--- config.mk ---
export PLATFORM = sky130hd
export DESIGN_NAME = proximity_note_tone_generator_top
export DESIGN_NICKNAME = d
export VERILOG_FILES = /design/src/hw/rtl/pntg_pkg.sv /design/src/hw/rtl/pntg_bands.sv /design/src/hw/rtl/pntg_engine.sv /design/src/hw/rtl/proximity_note_tone_generator_top.sv
export SDC_FILE = /design/constraint.sdc
export NUM_CORES = 1
export LEC_CHECK = 0
export ABC_AREA = 1
export BUFFER_PORTS_ARGS = -buffer_cell sky130_fd_sc_hd__buf_2
export CAP_MARGIN = 20
export CELL_PAD_IN_SITES_DETAIL_PLACEMENT = 2
export CELL_PAD_IN_SITES_GLOBAL_PLACEMENT = 2
export CORE_ASPECT_RATIO = 0.8
export CORE_UTILIZATION = 38
export DETAILED_ROUTE_END_ITERATION = 7
export MAX_ROUTING_LAYER = met4
export PLACE_DENSITY_LB_ADDON = 0.3
export RECOVER_POWER = 100
export SLEW_MARGIN = 20
export SYNTH_ARGS = -nofsm -noshare
export SYNTH_HDL_FRONTEND = slang
export SYNTH_SLANG_ARGS = --single-unit
export TNS_END_PERCENT = 30
--- constraint.sdc ---
create_clock -name clk -period 9.2 [get_ports clk]
set_input_delay 0.46 -clock clk [delete_from_list [all_inputs] [get_ports clk]]
set_output_delay 0.46 -clock clk [all_outputs]
set_load 0.01 [all_outputs]
--- src/hw/rtl/pntg_pkg.sv ---
package pntg_pkg;

    localparam int WAVE_POINTS = 64;
    localparam int WAVE_IDX_W  = $clog2(WAVE_POINTS);
    localparam int SINE_DEPTH  = 64;
    localparam int SINE_POS_W  = $clog2(SINE_DEPTH);

    localparam logic [7:0]  CMP_RESET    = 8'd35;
    localparam logic [7:0]  PERIOD_RESET = 8'd141;
    localparam logic [4:0]  NOTE_MAX     = 5'd24;
    localparam logic [2:0]  VOL_MAX      = 3'd7;

    typedef enum logic [1:0] {
        MODE_TICK   = 2'd0,
        MODE_PITCH  = 2'd1,
        MODE_VOLUME = 2'd2
    } mode_t;

    typedef enum logic [1:0] {
        KIND_NOTE   = 2'd0,
        KIND_VOLUME = 2'd1,
        KIND_SAMPLE = 2'd2
    } kind_t;

    typedef struct packed {
        logic [1:0]  mode;
        logic [15:0] reading;
        logic        play_enable;
    } item_t;

    typedef struct packed {
        logic [4:0] note;
        logic [7:0] period;
        logic [2:0] volume;
    } bands_t;

    function automatic logic [7:0] note_period(input logic [4:0] n);
        logic [7:0] p;
        case (n)
            5'd0:    p = 8'd239;
            5'd1:    p = 8'd225;
            5'd2:    p = 8'd213;
            5'd3:    p = 8'd201;
            5'd4:    p = 8'd190;
            5'd5:    p = 8'd179;
            5'd6:    p = 8'd169;
            5'd7:    p = 8'd159;
            5'd8:    p = 8'd150;
            5'd9:    p = 8'd142;
            5'd10:   p = 8'd134;
            5'd11:   p = 8'd126;
            5'd12:   p = 8'd119;
            5'd13:   p = 8'd113;
            5'd14:   p = 8'd106;
            5'd15:   p = 8'd100;
            5'd16:   p = 8'd95;
            5'd17:   p = 8'd89;
            5'd18:   p = 8'd84;
            5'd19:   p = 8'd80;
            5'd20:   p = 8'd75;
            5'd21:   p = 8'd71;
            5'd22:   p = 8'd67;
            5'd23:   p = 8'd63;
            default: p = 8'd60;
        endcase
        return p;
    endfunction

    function automatic logic [11:0] sine_value(input logic [SINE_POS_W-1:0] i);
        logic [11:0] s;
        case (i)
            6'd0:    s = 12'd2048;
            6'd1:    s = 12'd2249;
            6'd2:    s = 12'd2447;
            6'd3:    s = 12'd2642;
            6'd4:    s = 12'd2831;
            6'd5:    s = 12'd3013;
            6'd6:    s = 12'd3185;
            6'd7:    s = 12'd3347;
            6'd8:    s = 12'd3495;
            6'd9:    s = 12'd3630;
            6'd10:   s = 12'd3750;
            6'd11:   s = 12'd3853;
            6'd12:   s = 12'd3939;
            6'd13:   s = 12'd4007;
            6'd14:   s = 12'd4056;
            6'd15:   s = 12'd4085;
            6'd16:   s = 12'd4095;
            6'd17:   s = 12'd4085;
            6'd18:   s = 12'd4056;
            6'd19:   s = 12'd4007;
            6'd20:   s = 12'd3939;
            6'd21:   s = 12'd3853;
            6'd22:   s = 12'd3750;
            6'd23:   s = 12'd3630;
            6'd24:   s = 12'd3495;
            6'd25:   s = 12'd3347;
            6'd26:   s = 12'd3185;
            6'd27:   s = 12'd3013;
            6'd28:   s = 12'd2831;
            6'd29:   s = 12'd2642;
            6'd30:   s = 12'd2447;
            6'd31:   s = 12'd2249;
            6'd32:   s = 12'd2048;
            6'd33:   s = 12'd1847;
            6'd34:   s = 12'd1649;
            6'd35:   s = 12'd1454;
            6'd36:   s = 12'd1265;
            6'd37:   s = 12'd1083;
            6'd38:   s = 12'd911;
            6'd39:   s = 12'd749;
            6'd40:   s = 12'd601;
            6'd41:   s = 12'd466;
            6'd42:   s = 12'd346;
            6'd43:   s = 12'd243;
            6'd44:   s = 12'd157;
            6'd45:   s = 12'd89;
            6'd46:   s = 12'd40;
            6'd47:   s = 12'd11;
            6'd48:   s = 12'd1;
            6'd49:   s = 12'd11;
            6'd50:   s = 12'd40;
            6'd51:   s = 12'd89;
            6'd52:   s = 12'd157;
            6'd53:   s = 12'd243;
            6'd54:   s = 12'd346;
            6'd55:   s = 12'd466;
            6'd56:   s = 12'd601;
            6'd57:   s = 12'd749;
            6'd58:   s = 12'd911;
            6'd59:   s = 12'd1083;
            6'd60:   s = 12'd1265;
            6'd61:   s = 12'd1454;
            6'd62:   s = 12'd1649;
            default: s = 12'd1847;
        endcase
        return s;
    endfunction

endpackage

--- src/hw/rtl/pntg_bands.sv ---
module pntg_bands
    import pntg_pkg::*;
(
    input  logic [15:0] reading,
    output bands_t      bands
);

    logic        lt_75;
    logic        ge_225;
    logic        ge_450;
    logic        ge_650;
    logic [9:0]  offset;
    logic [20:0] product;
    logic [4:0]  quotient;

    assign lt_75  = reading < 16'd75;
    assign ge_225 = reading >= 16'd225;
    assign ge_450 = reading >= 16'd450;
    assign ge_650 = reading >= 16'd650;

    // divide by 25 through a reciprocal, exact for offsets below 575
    assign offset   = reading[9:0] - 10'd75;
    assign product  = {11'd0, offset} * 21'd1311;
    assign quotient = product[19:15];

    always_comb
    begin
        if (lt_75)
        begin
            bands.note = 5'd0;
        end
        else if (ge_650)
        begin
            bands.note = NOTE_MAX;
        end
        else
        begin
            bands.note = quotient + 5'd1;
        end

        if (lt_75 || ge_450)
        begin
            bands.volume = 3'd0;
        end
        else if (ge_225)
        begin
            bands.volume = VOL_MAX;
        end
        else
        begin
            bands.volume = quotient[2:0] + 3'd1;
        end

        bands.period = note_period(bands.note);
    end

endmodule

--- src/hw/rtl/pntg_engine.sv ---
module pntg_engine
    import pntg_pkg::*;
(
    input  logic        clk,
    input  logic        rst_n,
    input  logic        item_valid,
    input  item_t       item,
    input  logic        cfg_we,
    input  logic [7:0]  cfg_data,
    input  logic        out_ready,
    output logic        advance,
    output logic        out_valid,
    output logic [1:0]  out_kind,
    output logic [11:0] out_value
);

    logic [7:0]            compare_reg;
    logic [7:0]            tick_count_reg,     tick_count_next;
    logic [7:0]            active_period_reg,  active_period_next;
    logic [7:0]            pending_period_reg, pending_period_next;
    logic [4:0]            last_note_reg,      last_note_next;
    logic [2:0]            volume_reg,         volume_next;
    logic [WAVE_IDX_W-1:0] wave_index_reg,     wave_index_next;
    logic                  out_valid_reg,      out_valid_next;
    logic [1:0]            out_kind_reg,       out_kind_next;
    logic [11:0]           out_value_reg,      out_value_next;

    bands_t                bands;
    logic                  take;
    logic                  nonzero;
    logic [WAVE_IDX_W+6:0] pos_wide;
    logic [SINE_POS_W-1:0] pos;
    logic [14:0]           scaled;
    logic [29:0]           recip;
    logic [11:0]           sample;

    pntg_bands u_bands
    (
        .reading (item.reading),
        .bands   (bands)
    );

    assign advance = !out_valid_reg || out_ready;
    assign take    = item_valid && advance;
    assign nonzero = item.reading != 16'd0;

    assign pos_wide = ({7'd0, wave_index_reg} * (WAVE_IDX_W + 7)'(64))
                      / (WAVE_IDX_W + 7)'(WAVE_POINTS);
    assign pos      = pos_wide[SINE_POS_W-1:0];
    assign scaled   = sine_value(pos) * {12'd0, volume_reg};
    // divide by 7 through a reciprocal, exact for products below 28672
    assign recip    = {15'd0, scaled} * 30'd18725;
    assign sample   = recip[28:17];

    always_comb
    begin
        tick_count_next     = tick_count_reg;
        active_period_next  = active_period_reg;
        pending_period_next = pending_period_reg;
        last_note_next      = last_note_reg;
        volume_next         = volume_reg;
        wave_index_next     = wave_index_reg;
        out_valid_next      = out_valid_reg && !out_ready;
        out_kind_next       = out_kind_reg;
        out_value_next      = out_value_reg;

        if (take)
        begin
            out_valid_next = 1'b0;
            case (item.mode)
                MODE_TICK:
                begin
                    if ((tick_count_reg == compare_reg) && item.play_enable)
                    begin
                        out_valid_next = 1'b1;
                        out_kind_next  = KIND_SAMPLE;
                        out_value_next = sample;
                        if (wave_index_reg == WAVE_IDX_W'(WAVE_POINTS - 1))
                        begin
                            wave_index_next = '0;
                        end
                        else
                        begin
                            wave_index_next = wave_index_reg + 1'b1;
                        end
                    end
                    if (tick_count_reg >= active_period_reg)
                    begin
                        tick_count_next    = 8'd0;
                        active_period_next = pending_period_reg;
                    end
                    else
                    begin
                        tick_count_next = tick_count_reg + 8'd1;
                    end
                end
                MODE_PITCH:
                begin
                    if (nonzero)
                    begin
                        pending_period_next = bands.period;
                        if (bands.note != last_note_reg)
                        begin
                            last_note_next = bands.note;
                            out_valid_next = 1'b1;
                            out_kind_next  = KIND_NOTE;
                            out_value_next = {7'd0, bands.note};
                        end
                    end
                end
                MODE_VOLUME:
                begin
                    if (nonzero && (bands.volume != volume_reg))
                    begin
                        volume_next    = bands.volume;
                        out_valid_next = 1'b1;
                        out_kind_next  = KIND_VOLUME;
                        out_value_next = {9'd0, bands.volume};
                    end
                end
                default:
                begin
                end
            endcase
        end
    end

    always_ff @(posedge clk or negedge rst_n)
    begin
        if (!rst_n)
        begin
            compare_reg        <= CMP_RESET;
            tick_count_reg     <= 8'd0;
            active_period_reg  <= PERIOD_RESET;
            pending_period_reg <= PERIOD_RESET;
            last_note_reg      <= 5'd0;
            volume_reg         <= 3'd0;
            wave_index_reg     <= '0;
            out_valid_reg      <= 1'b0;
        end
        else
        begin
            if (cfg_we)
            begin
                compare_reg <= cfg_data;
            end
            tick_count_reg     <= tick_count_next;
            active_period_reg  <= active_period_next;
            pending_period_reg <= pending_period_next;
            last_note_reg      <= last_note_next;
            volume_reg         <= volume_next;
            wave_index_reg     <= wave_index_next;
            out_valid_reg      <= out_valid_next;
        end
    end

    always_ff @(posedge clk)
    begin
        out_kind_reg  <= out_kind_next;
        out_value_reg <= out_value_next;
    end

    assign out_valid = out_valid_reg;
    assign out_kind  = out_kind_reg;
    assign out_value = out_value_reg;

endmodule

--- src/hw/rtl/proximity_note_tone_generator_top.sv ---
// An input beat is held in the input register, its result beat in the result register.
// Throughput: one input beat per cycle; the input register and the result register
// advance together, so the rate is set only by m_tready while a result beat is held.
// Reset (rst_n low, asynchronous): compare point 35, periods 141, count, note,
// volume and wave index 0; both stages empty.
module proximity_note_tone_generator_top
    import pntg_pkg::*;
(
    input  logic        clk,
    input  logic        rst_n,
    input  logic        cfg_we,
    input  logic [7:0]  cfg_data,
    input  logic        s_tvalid,
    output logic        s_tready,
    input  logic [23:0] s_tdata,   // [15:0] reading, [16] play_enable, [23:17] zero
    input  logic [1:0]  s_tuser,   // [1:0] mode
    output logic        m_tvalid,
    input  logic        m_tready,
    output logic [15:0] m_tdata,   // [11:0] value, [15:12] zero
    output logic [1:0]  m_tuser    // [1:0] kind
);

    logic        in_valid_reg, in_valid_next;
    item_t       in_item_reg;
    logic        advance;
    logic [11:0] out_value;

    assign s_tready      = !in_valid_reg || advance;
    assign in_valid_next = s_tready ? s_tvalid : in_valid_reg;

    always_ff @(posedge clk or negedge rst_n)
    begin
        if (!rst_n)
        begin
            in_valid_reg <= 1'b0;
        end
        else
        begin
            in_valid_reg <= in_valid_next;
        end
    end

    // load on every accepted beat, hold otherwise
    always_ff @(posedge clk)
    begin
        if (s_tvalid && s_tready)
        begin
            in_item_reg.mode        <= s_tuser;
            in_item_reg.reading     <= s_tdata[15:0];
            in_item_reg.play_enable <= s_tdata[16];
        end
    end

    pntg_engine u_engine
    (
        .clk        (clk),
        .rst_n      (rst_n),
        .item_valid (in_valid_reg),
        .item       (in_item_reg),
        .cfg_we     (cfg_we),
        .cfg_data   (cfg_data),
        .out_ready  (m_tready),
        .advance    (advance),
        .out_valid  (m_tvalid),
        .out_kind   (m_tuser),
        .out_value  (out_value)
    );

    assign m_tdata = {4'd0, out_value};

endmodule

==> results.md <==
* Die ar. at 32620 um2
* Min Tclk post-route at 8.781 ns
* First-pass GRT wire length at 65440 um
* Cell accounting for the most synthesized area: ha_1
* Register bit total from synthesis at 81
* Fraction of the mapped netlist area in compound gates at 0.1178
* Chip width at 201.7 um
* Largest net degree at the start of global routing at 49
* # setup viols final at 0
* Startpoint types: flip-flop
* Clock skew at 0.01496 ns
* Row cnt at 58
* Placer congestion estimate at 0.8883
* Initial Util at 0.3857
* Root buffer cell: clkbuf_16
* GRT overflow at 0
* Layout Cells excl Fill at 2084
* Post-Synth Simple-Gate Area at 0.2222
* Drt drc at 0
* Fillers at 3768
* Status: finished with violations
* Worst skew pair latency at 0.36 ns
* Avg WL per Cell at 19.17 um
* Endpoints failing hold at 0
* Most used flip-flop cell after synthesis: dfrtp_1
* Ant diodes at 0
* Post-synthesis cell type count at 65
* DRT Pass-1 Iters at 4
* Pleak at 7.302 nW
* Share of cells above drive strength 1 at 0.08654
* Power Total at 2.866 mW
* Synth-to-Final Area Change at 8.681%
* FMAX at 113.9 MHz
* CTS Buf Count at 9
* Routed Antenna Nets at 0
* Critical path capture point type: flip-flop
* Worst-Margin Slew at 2.747 ns
* Post-Synth XOR/XNOR Area at 0.02085
* Vias in the first global route at 12550
* Cts hold-fix bufs at 0
* Data arrival, critical path at 8.89 ns
* Ports at 59
* Synth warn at 0
* FF/Latch Area at 2210 um2
* Synth top area cells: ha_1, fa_1, nand2_1
* Mapped cell area at 12120 um2
* DP HPWL at 33080 um
* Critical-path top delay cell: fa_1
* Synthesized area per cell at 7.556 um2
* Crit path top cell by count: nand2_1
* Clock buffer depth at 2
* Synth Area in Adders at 0.3421
* Clk slew on worst S/H paths at 0.07 ns
* DP Area at 12860 um2
* Area taken by multi-input logic gates at 8548 um2
* Die H at 161.7 um
* CP Max Fanout at 6
* Mux contribution to synthesized area at 0.002787
* Hold Path Class: input pin to flip-flop
* Failing checks: max-capacitance violations, max-slew violations
* Critical Path Max Stage Delay at 0.53 ns
* WL final at 39950 um
* Cells after synthesis at 1604
* Final Slew Violations at 49
* Worst setup path class: flip-flop to flip-flop
* Register area share after synthesis at 0.1820
* CTS tree: done
* Dpl cells at 2061
* Overall Global Routing Usage at 0.2568
* Nets@finish at 1991
* Vias per cell at 5.323
* Max-slew headroom at -0.8314
* PD cells at 217.6 nW/um2
* Async SR Flop Fraction at 0.5926
* Final Cell Area at 13170 um2
* Number of enable flip-flop cells after synthesis at 33
* Vias at 11090
* Clock tree sinks at 81
* Initial antenna violation count at 0
* Max IR drop VDD at 0.2238 mV
* Critical path required time at 9.30 ns
* Fin crit share at 0.9545
* Main combinational cell family by area after synthesis: adder cells
* Top cell type's share of synthesized area at 0.2364
* # port buffers at 47
* Largest register FFs at 19
* Max Cap Violations at 1
* Final core utilization at 0.4192
* DR iter-0 viols at 493
* Core Area at 31420 um2
* CTS H-tree lvls at 3
## metal layers
metal / part of all wire / up-vias / global-route usage
met4: 0.018 / 0 / 0.05716
met2: 0.50 / 147 / 0.4415
met3: 0.024 / 56 / 0.02809
met5: 0 / - / -
li1: - / 5319 / -
met1: 0.46 / 5572 / 0.3248
## power by group
group	internal, mW	switching (mW)
clock network	0.211	0.168
registers	0.434	0.0479
logic	0.676	1.33
## synth_stat cells, types with 6 or more instances
library cell / number
o211ai_1: 11
o21ai_1: 8
nand3_1: 68
a21oi_1: 80
clkbuf_1: 17
o21ai_0: 76
nor3_1: 18
nor2_1: 109
nand2_1: 338
nand3_2: 6
o221ai_1: 7
dfrtp_1: 37
xor2_1: 18
o22ai_1: 8
fa_1: 64
ha_1: 229
dfstp_2: 11
nand2_2: 16
edfxtp_1: 33
inv_1: 311
a31oi_1: 8
nor2_2: 6
or2_2: 7
xnor2_1: 9
nand4_1: 17
inv_2: 8
## worst paths after layout
kind / startpoint / endpoint / slack, ns / cells after the start
setup reg to reg: u_engine.wave_index_reg[0] / u_engine.out_value[2] / 0.42 / 40
min in group asynchronous: rst_n / u_engine.compare_reg[3] / 1.06 / 2
hold / removal: s_tdata[3] / in_item_reg[4] / 0.27 / 1
setup / recovery: u_engine.wave_index_reg[0] / u_engine.out_value[2] / 0.42 / 40
hold reg to reg: u_engine.last_note_reg[3] / u_engine.last_note_reg[3] / 0.49 / 2
max in group asynchronous: rst_n / u_engine.wave_index_reg[1] / 6.36 / 2
## per-stage QoR
stage / setup WS [ns] / hold slack (ns) / TNS, ns
global placement: 0.3972 / 0.4688 / 0
finish: 0.4189 / 0.2720 / 0
detailed placement: 0.05665 / 0.4678 / 0
floorplan: 1.316 / 0.1644 / 0
global route: -0.1639 / 0.2673 / -0.6795
CTS: 0.05755 / 0.2321 / 0
## kinds of logic after synthesis
| kind of cell | count (synthesis) |
|---|---|
| other | 1 |
| DFF | 81 |
| buffers and inverters | 350 |
| adders and majority gates | 293 |
| AOI/OAI and AO/OA | 241 |
| and+or+nand+nor | 607 |
| xor gates and xnor gates | 28 |
| muxes | 3 |
## cell type report
type | count | area share
well taps | 420 | 0.03989
clock buffers | 11 | 0.02004
repair buffers | 67 | 0.02698
clock inverters | 5 | 0.003229
multi-input cells | 1176 | 0.6489
flip-flops and latches | 81 | 0.1677
inverters | 324 | 0.09318
## cells in the final DEF, fill, tap and decap left out, types with 7 or more instances in the layout
cell type,instances
clkbuf_1,20
o21ai_0,75
inv_1,310
inv_2,8
buf_2,28
a31oi_1,8
nand3_1,71
fa_1,64
nor3_1,17
o22ai_1,8
dfstp_2,10
xor2_1,18
o21ai_1,9
nand2_2,12
dfrtp_1,34
nand4_1,18
o211ai_1,12
a21oi_1,80
nor2_1,110
edfxtp_1,33
clkbuf_16,10
or2_2,7
xnor2_1,9
ha_1,228
nand2_1,344
o221ai_1,7
buf_4,18
## timing repair
action / in CTS / in global routing
resized for setup: 1 / 18
endpoints found under the setup margin: 1 / 12
setup buffers: 0 / 7
pin swaps: 0 / 1
## critical path: cells and delay by family (launching register included)
kind | cells | cell delay [ns]
adder cells (fa/ha/maj) | 10 | 3.86
flip-flops | 1 | 0.42
XOR/XNOR | 1 | 0.21
buffers and inverters | 7 | 0.56
AO/OA/AOI/OAI | 10 | 1.67
AND/OR/NAND/NOR | 12 | 1.80
Power figures use the tool's default switching activity.
